[config.mk]
export PLATFORM = sky130hd
export DESIGN_NAME = date_plus_seconds_offset
export DESIGN_NICKNAME = d
export VERILOG_FILES = /design/src/sv/dpso_pkg.sv /design/src/sv/dpso_ctrl.sv /design/src/sv/dpso_dp.sv /design/src/sv/date_plus_seconds_offset.sv
export SDC_FILE = /design/constraint.sdc
export NUM_CORES = 2
export LEC_CHECK = 0
export BUFFER_PORTS_ARGS = -buffer_cell sky130_fd_sc_hd__buf_2
export CORE_MARGIN = 3
export CORE_UTILIZATION = 55
export DETAILED_ROUTE_END_ITERATION = 10
export PLACE_DENSITY = 0.76
export SLEW_MARGIN = 20
export SYNTH_ARGS = -nofsm -noshare
export SYNTH_HDL_FRONTEND = slang
export SYNTH_SLANG_ARGS = --single-unit
[constraint.sdc]
create_clock -name clk -period 17.5 [get_ports clk]
set_clock_uncertainty 0.15 [all_clocks]
set_input_delay 5.25 -clock clk [delete_from_list [all_inputs] [get_ports clk]]
set_output_delay 5.25 -clock clk [all_outputs]
set_load 0.02 [all_outputs]
[src/sv/dpso_pkg.sv]
`timescale 1ns / 1ps
// ----------------------------------------------------------------------------
// Date plus seconds offset: shared package
// Widths, command and status types, payload structs and calendar helpers.
// ----------------------------------------------------------------------------
package dpso_pkg;

	localparam int OFFSET_BITS = 34;
	localparam int WS_W        = 34;
	localparam int DAY_W       = OFFSET_BITS - 15;
	localparam int XW          = OFFSET_BITS - 7;
	localparam int QW          = OFFSET_BITS - 16;
	localparam int RCP_SH      = OFFSET_BITS + 3;
	localparam int RCP_W       = OFFSET_BITS - 6;
	localparam int DPW         = XW + RCP_W;
	localparam int YMOD_W      = 9;
	localparam int IDX_W       = 3;
	localparam int CFG_W       = 14;

	localparam int DAYS_PER_CYCLE = 146097;

	// Reciprocals are rounded up; each one is exact over the range it is applied to.
	localparam logic [RCP_W-1:0] RCP_675 = RCP_W'(((longint'(1) << RCP_SH) + 674) / 675);
	localparam logic [9:0]       RCP_25  = 10'd656;
	localparam logic [13:0]      RCP_225 = 14'd9321;
	localparam logic [12:0]      RCP_60  = 13'd4370;

	localparam logic [19:0] MICRO_MAX     = 20'd999999;
	localparam logic [19:0] MICRO_PER_SEC = 20'd1000000;

	localparam logic [IDX_W-1:0] REG_BASE_YEAR   = 3'd0;
	localparam logic [IDX_W-1:0] REG_BASE_MONTH  = 3'd1;
	localparam logic [IDX_W-1:0] REG_BASE_DAY    = 3'd2;
	localparam logic [IDX_W-1:0] REG_BASE_HOUR   = 3'd3;
	localparam logic [IDX_W-1:0] REG_BASE_MINUTE = 3'd4;
	localparam logic [IDX_W-1:0] REG_BASE_SECOND = 3'd5;

	localparam logic [3:0] OP_NONE  = 4'd0;
	localparam logic [3:0] OP_LOAD  = 4'd1;
	localparam logic [3:0] OP_QUO   = 4'd2;
	localparam logic [3:0] OP_REM   = 4'd3;
	localparam logic [3:0] OP_HOUR  = 4'd4;
	localparam logic [3:0] OP_HREM  = 4'd5;
	localparam logic [3:0] OP_MIN   = 4'd6;
	localparam logic [3:0] OP_SEC   = 4'd7;
	localparam logic [3:0] OP_TIME  = 4'd8;
	localparam logic [3:0] OP_CYCLE = 4'd9;
	localparam logic [3:0] OP_WALK  = 4'd10;

	typedef struct packed {
		logic [3:0] op;
	} cmd_t;

	typedef struct packed {
		logic cyc_more;
		logic walk_more;
	} sts_t;

	typedef struct packed {
		logic            is_negative;
		logic [WS_W-1:0] whole_seconds;
		logic [19:0]     micro_seconds;
	} in_t;

	typedef struct packed {
		logic signed [14:0] out_year;
		logic [3:0]         out_month;
		logic [4:0]         out_day;
		logic [4:0]         out_hour;
		logic [5:0]         out_minute;
		logic [5:0]         out_second;
		logic [19:0]        out_micro;
	} out_t;

	// Leap test on the year taken modulo 400.
	function automatic logic leap_f(input logic [YMOD_W-1:0] ymod);
		return (ymod[1:0] == 2'b00) && (ymod != 9'd100) && (ymod != 9'd200) &&
			(ymod != 9'd300);
	endfunction

	function automatic logic [4:0] mlen_f(input logic [3:0] m, input logic leap);
		logic [4:0] r;
		unique case (m)
			4'd2: r = leap ? 5'd29 : 5'd28;
			4'd4, 4'd6, 4'd9, 4'd11: r = 5'd30;
			default: r = 5'd31;
		endcase
		return r;
	endfunction

endpackage

[src/sv/dpso_ctrl.sv]
`timescale 1ns / 1ps
// ----------------------------------------------------------------------------
// Date plus seconds offset: controller
// Sequences the offset split, the time-of-day step, the 400-year cycle skip and the month walk.
// ----------------------------------------------------------------------------
module dpso_ctrl (
	input  logic           clk,
	input  logic           arst_n,
	input  logic           start,
	output logic           busy,
	output logic           done,
	input  dpso_pkg::sts_t sts,
	output dpso_pkg::cmd_t cmd
);
	import dpso_pkg::*;

	localparam logic [3:0] S_IDLE = 4'd0;
	localparam logic [3:0] S_QUO  = 4'd1;
	localparam logic [3:0] S_REM  = 4'd2;
	localparam logic [3:0] S_HOUR = 4'd3;
	localparam logic [3:0] S_HREM = 4'd4;
	localparam logic [3:0] S_MIN  = 4'd5;
	localparam logic [3:0] S_SEC  = 4'd6;
	localparam logic [3:0] S_TIME = 4'd7;
	localparam logic [3:0] S_CYC  = 4'd8;
	localparam logic [3:0] S_WALK = 4'd9;
	localparam logic [3:0] S_DONE = 4'd10;

	logic [3:0] state_q, state_nx;

	assign busy = (state_q != S_IDLE);
	assign done = (state_q == S_DONE);

	always_comb begin
		state_nx = state_q;
		cmd.op   = OP_NONE;
		unique case (state_q)
			S_IDLE: begin
				if (start) begin
					cmd.op   = OP_LOAD;
					state_nx = S_QUO;
				end
			end
			S_QUO: begin
				cmd.op   = OP_QUO;
				state_nx = S_REM;
			end
			S_REM: begin
				cmd.op   = OP_REM;
				state_nx = S_HOUR;
			end
			S_HOUR: begin
				cmd.op   = OP_HOUR;
				state_nx = S_HREM;
			end
			S_HREM: begin
				cmd.op   = OP_HREM;
				state_nx = S_MIN;
			end
			S_MIN: begin
				cmd.op   = OP_MIN;
				state_nx = S_SEC;
			end
			S_SEC: begin
				cmd.op   = OP_SEC;
				state_nx = S_TIME;
			end
			S_TIME: begin
				cmd.op   = OP_TIME;
				state_nx = S_CYC;
			end
			S_CYC: begin
				if (sts.cyc_more) cmd.op = OP_CYCLE;
				else state_nx = S_WALK;
			end
			S_WALK: begin
				cmd.op = OP_WALK;
				if (!sts.walk_more) state_nx = S_DONE;
			end
			S_DONE: state_nx = S_IDLE;
			default: state_nx = S_IDLE;
		endcase
	end

	always_ff @(posedge clk or negedge arst_n) begin
		if (!arst_n) begin
			state_q <= S_IDLE;
		end else begin
			state_q <= state_nx;
		end
	end

`ifndef ASSERT_OFF
	a_accept_busy: assert property (@(posedge clk) disable iff (!arst_n)
		start && !busy |=> busy) else $error("accepted beat did not start work");
	a_done_idle: assert property (@(posedge clk) disable iff (!arst_n)
		done |=> !busy) else $error("controller not idle after result");
	a_walk_exit: assert property (@(posedge clk) disable iff (!arst_n)
		state_q == S_WALK && !sts.walk_more |=> done)
		else $error("walk ended without a result");
`endif

endmodule

[src/sv/dpso_dp.sv]
`timescale 1ns / 1ps
// ----------------------------------------------------------------------------
// Date plus seconds offset: datapath
// Base registers, reciprocal constant dividers, time-of-day carries, the 400-year cycle skip
// and the month-by-month day walk.
// ----------------------------------------------------------------------------
module dpso_dp (
	input  logic                       clk,
	input  logic                       arst_n,
	input  logic                       cfg_we,
	input  logic [dpso_pkg::IDX_W-1:0] cfg_index,
	input  logic [dpso_pkg::CFG_W-1:0] cfg_data,
	input  dpso_pkg::in_t              operand,
	input  dpso_pkg::cmd_t             cmd,
	output dpso_pkg::sts_t             sts,
	output dpso_pkg::out_t             result
);
	import dpso_pkg::*;

	logic [13:0] byear_q;
	logic [3:0]  bmon_q;
	logic [4:0]  bday_q;
	logic [4:0]  bhour_q;
	logic [5:0]  bmin_q;
	logic [5:0]  bsec_q;

	logic                   neg_q;
	logic [OFFSET_BITS-1:0] ws_q;
	logic [19:0]            us_q;
	logic [QW-1:0]          dq_q;
	logic [4:0]             yq_q;
	logic [16:0]            tod_q;
	logic [11:0]            remh_q;
	logic [5:0]             sec_off_q;
	logic [5:0]             min_off_q;
	logic [4:0]             hr_off_q;
	logic [DAY_W-1:0]       days_q;
	logic signed [14:0]     y_q;
	logic [YMOD_W-1:0]      ymod_q;
	logic [3:0]             m_q;
	logic [4:0]             d_q;
	logic [4:0]             h_q;
	logic [5:0]             mi_q;
	logic [5:0]             s_q;
	logic [19:0]            micro_q;

	logic [13:0] cl_year;
	logic [3:0]  cl_mon;
	logic [4:0]  cl_hour;
	logic [5:0]  cl_min;
	logic [5:0]  cl_sec;
	logic [4:0]  cl_day;
	logic [4:0]  base_ml;
	logic [19:0] us_cl;

	logic [XW-1:0]  x_day;
	logic [DPW-1:0] day_prod;
	logic [XW-1:0]  day_back;
	logic [9:0]     day_rem;
	logic [18:0]    y_prod;
	logic [13:0]    y_back;
	logic [25:0]    hr_prod;
	logic [16:0]    hr_back;
	logic [23:0]    mn_prod;
	logic [11:0]    mn_back;

	logic [6:0] s_sum, mi_sum;
	logic [5:0] h_sum;
	logic       c1, c2, c3;
	logic [7:0] s_dif, mi_dif;
	logic [6:0] h_dif;
	logic       b1, b2, b3, us_nz;
	logic       tcarry;

	logic [31:0]       days_wide;
	logic [4:0]        ml_cur, ml_prev;
	logic [5:0]        dd;
	logic [3:0]        m_prev;
	logic [YMOD_W-1:0] ymod_prev, ymod_next, yprev_sel;
	logic              fwd_more, bwd_more;

	assign cl_year = (byear_q == 14'd0) ? 14'd1 :
		(byear_q > 14'd9999) ? 14'd9999 : byear_q;
	assign cl_mon  = (bmon_q == 4'd0) ? 4'd1 : (bmon_q > 4'd12) ? 4'd12 : bmon_q;
	assign cl_hour = (bhour_q > 5'd23) ? 5'd23 : bhour_q;
	assign cl_min  = (bmin_q > 6'd59) ? 6'd59 : bmin_q;
	assign cl_sec  = (bsec_q > 6'd59) ? 6'd59 : bsec_q;
	assign base_ml = mlen_f(m_q, leap_f(ymod_q));
	assign cl_day  = (bday_q == 5'd0) ? 5'd1 : (bday_q > base_ml) ? base_ml : bday_q;
	assign us_cl   = (operand.micro_seconds > MICRO_MAX) ? MICRO_MAX :
		operand.micro_seconds;

	// Whole days: the offset over 128, then over 675, gives the offset over 86400.
	assign x_day    = ws_q[OFFSET_BITS-1:7];
	assign day_prod = DPW'(x_day) * DPW'(RCP_675);
	assign day_back = XW'(dq_q) * XW'(10'd675);
	assign day_rem  = 10'(x_day - day_back);

	// Year over 400 as the year over 16, then over 25.
	assign y_prod = 19'(y_q[13:4]) * 19'(RCP_25);
	assign y_back = 14'(yq_q) * 14'd400;

	assign hr_prod = 26'(tod_q[16:4]) * 26'(RCP_225);
	assign hr_back = 17'(hr_off_q) * 17'd3600;
	assign mn_prod = 24'(remh_q) * 24'(RCP_60);
	assign mn_back = 12'(min_off_q) * 12'd60;

	// Time of day, forward.
	assign s_sum  = {1'b0, s_q} + {1'b0, sec_off_q};
	assign c1     = (s_sum >= 7'd60);
	assign mi_sum = {1'b0, mi_q} + {1'b0, min_off_q} + {6'd0, c1};
	assign c2     = (mi_sum > 7'd59);
	assign h_sum  = {1'b0, h_q} + {1'b0, hr_off_q} + {5'd0, c2};
	assign c3     = (h_sum > 6'd23);

	// Time of day, backward.
	assign us_nz  = (us_q != 20'd0);
	assign s_dif  = {2'b00, s_q} - {2'b00, sec_off_q} - {7'd0, us_nz};
	assign b1     = s_dif[7];
	assign mi_dif = {2'b00, mi_q} - {2'b00, min_off_q} - {7'd0, b1};
	assign b2     = mi_dif[7];
	assign h_dif  = {2'b00, h_q} - {2'b00, hr_off_q} - {6'd0, b2};
	assign b3     = h_dif[6];

	assign tcarry = neg_q ? b3 : c3;

	assign days_wide = 32'(days_q);
	assign ml_cur    = mlen_f(m_q, leap_f(ymod_q));
	assign dd        = {1'b0, ml_cur} - {1'b0, d_q} + 6'd1;
	assign m_prev    = (m_q == 4'd1) ? 4'd12 : m_q - 4'd1;
	assign ymod_prev = (ymod_q == 9'd0) ? 9'd399 : ymod_q - 9'd1;
	assign ymod_next = (ymod_q == 9'd399) ? 9'd0 : ymod_q + 9'd1;
	assign yprev_sel = (m_q == 4'd1) ? ymod_prev : ymod_q;
	assign ml_prev   = mlen_f(m_prev, leap_f(yprev_sel));
	assign fwd_more  = (days_wide >= 32'(dd));
	assign bwd_more  = (days_wide > 32'(d_q));

	assign sts.cyc_more  = (days_wide >= 32'(DAYS_PER_CYCLE));
	assign sts.walk_more = neg_q ? bwd_more : fwd_more;

	always_ff @(posedge clk or negedge arst_n) begin
		if (!arst_n) begin
			byear_q <= 14'd1998;
			bmon_q  <= 4'd1;
			bday_q  <= 5'd1;
			bhour_q <= 5'd0;
			bmin_q  <= 6'd0;
			bsec_q  <= 6'd0;
		end else if (cfg_we) begin
			unique case (cfg_index)
				REG_BASE_YEAR:   byear_q <= cfg_data;
				REG_BASE_MONTH:  bmon_q  <= cfg_data[3:0];
				REG_BASE_DAY:    bday_q  <= cfg_data[4:0];
				REG_BASE_HOUR:   bhour_q <= cfg_data[4:0];
				REG_BASE_MINUTE: bmin_q  <= cfg_data[5:0];
				REG_BASE_SECOND: bsec_q  <= cfg_data[5:0];
				default: ;
			endcase
		end
	end

	always_ff @(posedge clk) begin
		unique case (cmd.op)
			OP_LOAD: begin
				neg_q   <= operand.is_negative;
				ws_q    <= OFFSET_BITS'(operand.whole_seconds);
				us_q    <= us_cl;
				y_q     <= signed'({1'b0, cl_year});
				m_q     <= cl_mon;
				h_q     <= cl_hour;
				mi_q    <= cl_min;
				s_q     <= cl_sec;
			end
			OP_QUO: begin
				dq_q <= day_prod[DPW-1:RCP_SH];
				yq_q <= y_prod[18:14];
			end
			OP_REM: begin
				ymod_q <= 9'(y_q[13:0] - y_back);
				tod_q  <= {day_rem, ws_q[6:0]};
				days_q <= DAY_W'(dq_q);
			end
			OP_HOUR: begin
				hr_off_q <= hr_prod[25:21];
				d_q      <= cl_day;
			end
			OP_HREM: begin
				remh_q <= 12'(tod_q - hr_back);
			end
			OP_MIN: begin
				min_off_q <= mn_prod[23:18];
			end
			OP_SEC: begin
				sec_off_q <= 6'(remh_q - mn_back);
			end
			OP_TIME: begin
				days_q <= days_q + DAY_W'(tcarry);
				if (neg_q) begin
					s_q     <= b1 ? 6'(s_dif + 8'd60) : s_dif[5:0];
					mi_q    <= b2 ? 6'(mi_dif + 8'd60) : mi_dif[5:0];
					h_q     <= b3 ? 5'(h_dif + 7'd24) : h_dif[4:0];
					micro_q <= us_nz ? MICRO_PER_SEC - us_q : 20'd0;
					d_q     <= d_q - 5'd1;
				end else begin
					s_q     <= c1 ? 6'(s_sum - 7'd60) : s_sum[5:0];
					mi_q    <= c2 ? 6'(mi_sum - 7'd60) : mi_sum[5:0];
					h_q     <= c3 ? 5'(h_sum - 6'd24) : h_sum[4:0];
					micro_q <= us_q;
				end
			end
			OP_CYCLE: begin
				days_q <= days_q - DAY_W'(DAYS_PER_CYCLE);
				y_q    <= neg_q ? y_q - 15'sd400 : y_q + 15'sd400;
			end
			OP_WALK: begin
				if (neg_q) begin
					if (bwd_more) begin
						days_q <= days_q - DAY_W'(d_q);
						m_q    <= m_prev;
						d_q    <= ml_prev;
						if (m_q == 4'd1) begin
							y_q    <= y_q - 15'sd1;
							ymod_q <= ymod_prev;
						end
					end else begin
						d_q <= d_q - 5'(days_q) + 5'd1;
					end
				end else begin
					if (fwd_more) begin
						days_q <= days_q - DAY_W'(dd);
						d_q    <= 5'd1;
						if (m_q == 4'd12) begin
							m_q    <= 4'd1;
							y_q    <= y_q + 15'sd1;
							ymod_q <= ymod_next;
						end else begin
							m_q <= m_q + 4'd1;
						end
					end else begin
						d_q <= d_q + 5'(days_q);
					end
				end
			end
			default: ;
		endcase
	end

	assign result.out_year   = y_q;
	assign result.out_month  = m_q;
	assign result.out_day    = d_q;
	assign result.out_hour   = h_q;
	assign result.out_minute = mi_q;
	assign result.out_second = s_q;
	assign result.out_micro  = micro_q;

`ifndef ASSERT_OFF
	a_split_range: assert property (@(posedge clk) disable iff (!arst_n)
		cmd.op == OP_HOUR |-> tod_q < 17'd86400 && ymod_q < 9'd400)
		else $error("time of day or year phase out of range");
	a_offset_range: assert property (@(posedge clk) disable iff (!arst_n)
		cmd.op == OP_TIME |-> sec_off_q < 6'd60 && min_off_q < 6'd60 && hr_off_q < 5'd24)
		else $error("offset fields out of range");
	a_walk_state: assert property (@(posedge clk) disable iff (!arst_n)
		cmd.op == OP_WALK |-> m_q >= 4'd1 && m_q <= 4'd12 && ymod_q < 9'd400 &&
		d_q <= ml_cur) else $error("calendar state out of range during walk");
	a_final_day: assert property (@(posedge clk) disable iff (!arst_n)
		cmd.op == OP_WALK && !sts.walk_more |=> d_q >= 5'd1 && d_q <= $past(ml_cur))
		else $error("final day outside its month");
`endif

endmodule

[src/sv/date_plus_seconds_offset.sv]
`timescale 1ns / 1ps
// From the accepted start beat to done: six fixed steps split the offset by reciprocal
// multiplication, then a time-of-day step, a skip of K 400-year cycles and the
// one-month-per-cycle walk across N month boundaries (N at most about 4800).
// The receiver cannot stall.
// One item at a time: busy stays high until done; the result holds until the next start.
// Reset is asynchronous, active low; the base registers return to 1998-01-01 00:00:00.
// ----------------------------------------------------------------------------
// Date plus seconds offset
// Adds or subtracts a seconds offset to a configured base date and time.
// ----------------------------------------------------------------------------
module date_plus_seconds_offset (
	input  logic                       clk,
	input  logic                       arst_n,
	input  logic                       start,
	output logic                       busy,
	input  dpso_pkg::in_t              operand,
	output logic                       done,
	output dpso_pkg::out_t             result,
	input  logic                       cfg_valid,
	output logic                       cfg_ready,
	input  logic [dpso_pkg::IDX_W-1:0] cfg_index,
	input  logic [dpso_pkg::CFG_W-1:0] cfg_data
);
	import dpso_pkg::*;

	cmd_t cmd;
	sts_t sts;
	logic cfg_we;

	assign cfg_ready = 1'b1;
	assign cfg_we    = cfg_valid & cfg_ready;

	dpso_ctrl u_ctrl (
		.clk    (clk),
		.arst_n (arst_n),
		.start  (start),
		.busy   (busy),
		.done   (done),
		.sts    (sts),
		.cmd    (cmd)
	);

	dpso_dp u_dp (
		.clk       (clk),
		.arst_n    (arst_n),
		.cfg_we    (cfg_we),
		.cfg_index (cfg_index),
		.cfg_data  (cfg_data),
		.operand   (operand),
		.cmd       (cmd),
		.sts       (sts),
		.result    (result)
	);

endmodule
==> impl_metrics.yaml <==
placed_design:
  dp_hpwl_um: 62660
  port_buffers: 138
  place_congestion: 0.9512
  dp_slack_ps: 8669
logic_synthesis:
  syn_inst: 3189
  ys_top_cells_by_count: "ha_1, inv_1, fa_1, edfxtp_1, a21oi_1"
  syn_nets: 4155
  synth_top_area_share_pct: 24.36
  synth_edf_count: 213
  synth-seq-area-share_pct: 23.43
  synth_warnings: 0
  netlist_area_um2: 32050
  ys_ff_latch: 257
  yosysTopAreaCell: "ha_1"
  yosysUniqueCellTypes: 94
  synth_ff_type: "edfxtp_1"
  synth_area_per_cell_um2: 10.05
  ys_async_sr_fraction_pct: 17.12
  yosys-top-cells-area: "ha_1, edfxtp_1, fa_1"
  yosysMostFrequentCell: "ha_1"
clock_network:
  cts.path.max_buffers: 3
  hold_buffers: 0
  clkLatencyLatePin_ps: 610
  clkTransAtPathRegs_ps: 60
  cts_htree_levels: 1
  cts_sinks: 257
  clock-root-buffer: "clkbuf_16"
  cts_tree: "done"
  numCtsBuffers: 31
  post_cts.repair.setup_buffers: 0
  post_cts_resized: 0
timing:
  rsz0062_at_grt: "false"
  setup_ws_ps: 8462
  worstMarginPinSlew_ps: 1020
  drv_slew: 0
  setup_viol: 0
  fin_crit_ps: 9038
  fin_setup_tns_ps: 0
  hold_viol_final: 0
  fin_crit_sh_pct: 51.64
  max-slew-margin-rel_pct: 31.63
  max_freq_mhz: 110.6
critical_path:
  cp_max_fo: 5
  cpPeakStageDelay_ps: 500
  path_common_cell: "ha_1"
  arrival_ps: 9210
  path_delay_family: "adder cells"
  cp-end-kind: "flop"
  critPathBufInv: 2
  worstPathRequired_ps: 17670
  start_kind: "flop"
  slowest_stage: "edfxtp_1"
  crit_type: "reg -> reg"
floorplan:
  dieArea_um2: 61210
  core_um2: 57040
  fp-row-count: 87
  start_util_pct: 56.19
  boundaryPins: 140
  die-height_um: 247.4
  die_x_um: 247.4
routing:
  drt-pass1-iter-count: 5
  ant_nets: 0
  wl_per_cell_um: 19.28
  wirelength_um: 78600
  vias: 23630
  drt_iter0_drc: 1542
  drc_errors: 0
  vias_per_cell: 5.798
layout:
  drive_above_1_share_pct: 8.948
  final_nets: 4260
  area_growth_pct: 7.812
job:
  cap_viol_max_count: 0
grt:
  grt-ovfl-total: 0
  grt_pass1_wl_um: 126300
  antenna_found_initial: 1
  grt_max_degree: 61
  first_global_vias: 23970
  grt_usage_pct: 26.05
status:
  status: "complete, no violations"
hold_path:
  min_path_type: "reg -> reg"
## logic make-up after synthesis
kind of cell	synth area share, %
adders and majority gates	40.97
buffers and inverters	7.566
AOI/OAI and AO/OA	12.50
and+or+nand+nor	8.909
DFF	23.43
xor gates and xnor gates	4.618
muxes	1.987
other	0.01170
## through the flow
| stage | cell area, um^2 | util (%) | instances | hold slack [ps] |
|---|---|---|---|---|
| 6_report | 34550 | 60.58 | 4076 | 271.2 |
| 5_1_grt | 34550 | 60.58 | 4076 | 273.9 |
| 4_1_cts | 34550 | 60.56 | 4075 | 270.0 |
| 3_5_place_dp | 33500 | 58.74 | 4017 | 255.2 |
| 3_3_place_gp | 33500 | 58.74 | 4017 | 254.2 |
| 2_1_floorplan | 32050 | - | 3189 | 250.3 |
## sequential cells by signal, summed over array words and instances (netlist names), 6 cells and up
register and flops:
u_dp.bsec_q 6, u_dp.bmin_q 6, u_dp.mi_q 6, u_dp.sec_off_q 6, u_dp.min_off_q 6, u_dp.remh_q 12
u_dp.ws_q 34, u_dp.s_q 6, u_dp.y_q 15, u_dp.tod_q 17, u_dp.dq_q 18, u_dp.ymod_q 9
u_dp.days_q 19, u_dp.micro_q 20, u_dp.byear_q 14, u_dp.us_q 20
## layout by cell type, fill, tap and decap left out, drive strengths merged, types with 15 or more instances in the layout
cell type,instances
ha,624
inv,557
fa,266
edfxtp,213
a21oi,156
buf,155
nor2,141
nand2,133
o21ai,124
xnor2,115
nand3,63
a21o,60
xor2,54
nor3,50
mux2,45
dfrtp,34
clkbuf,32
a31oi,27
o21bai,26
nand2b,25
and2,24
nand4,24
nor2b,23
a211oi,19
and3,18
nor4,17
o211ai,15
a221o,15
o221ai,15
clkinv,15
## cell type report
class / instances / area (um^2)
Fill cell: 4849 / 22490
Sequential cell: 257 / 7510
Multi-Input combinational cell: 2294 / 22150
Clock buffer: 32 / 779.5
Antenna cell: 1 / 2.502
Timing Repair Buffer: 155 / 820.8
Inverter: 555 / 2083
Clock inverter: 26 / 261.5
Tap cell: 756 / 945.9
## worst paths after layout
check | from | endpoint | slack [ps] | cells past startpoint
worst min register to register | u_dp.tod_q[0] | u_dp.remh_q[0] | 270 | 0
max in group asynchronous | arst_n | u_ctrl.state_q[3] | 12280 | 1
min in group asynchronous | arst_n | u_dp.bmon_q[3] | 4490 | 1
worst max-delay path | u_dp.s_q[1] | u_dp.days_q[16] | 8460 | 35
worst max register to register | u_dp.s_q[1] | u_dp.days_q[16] | 8460 | 35
worst min-delay path | u_dp.tod_q[0] | u_dp.remh_q[0] | 270 | 0
## metal layers
metal	share of wire [%]	GRT usage, %
met4	3.8	9.234
met3	7.9	4.959
met5	0	0.3180
met2	46	42.71
met1	42	34.63
Power is not shown: default switching activity piles up to over one toggle a cycle in this logic, so the estimate is an artifact.
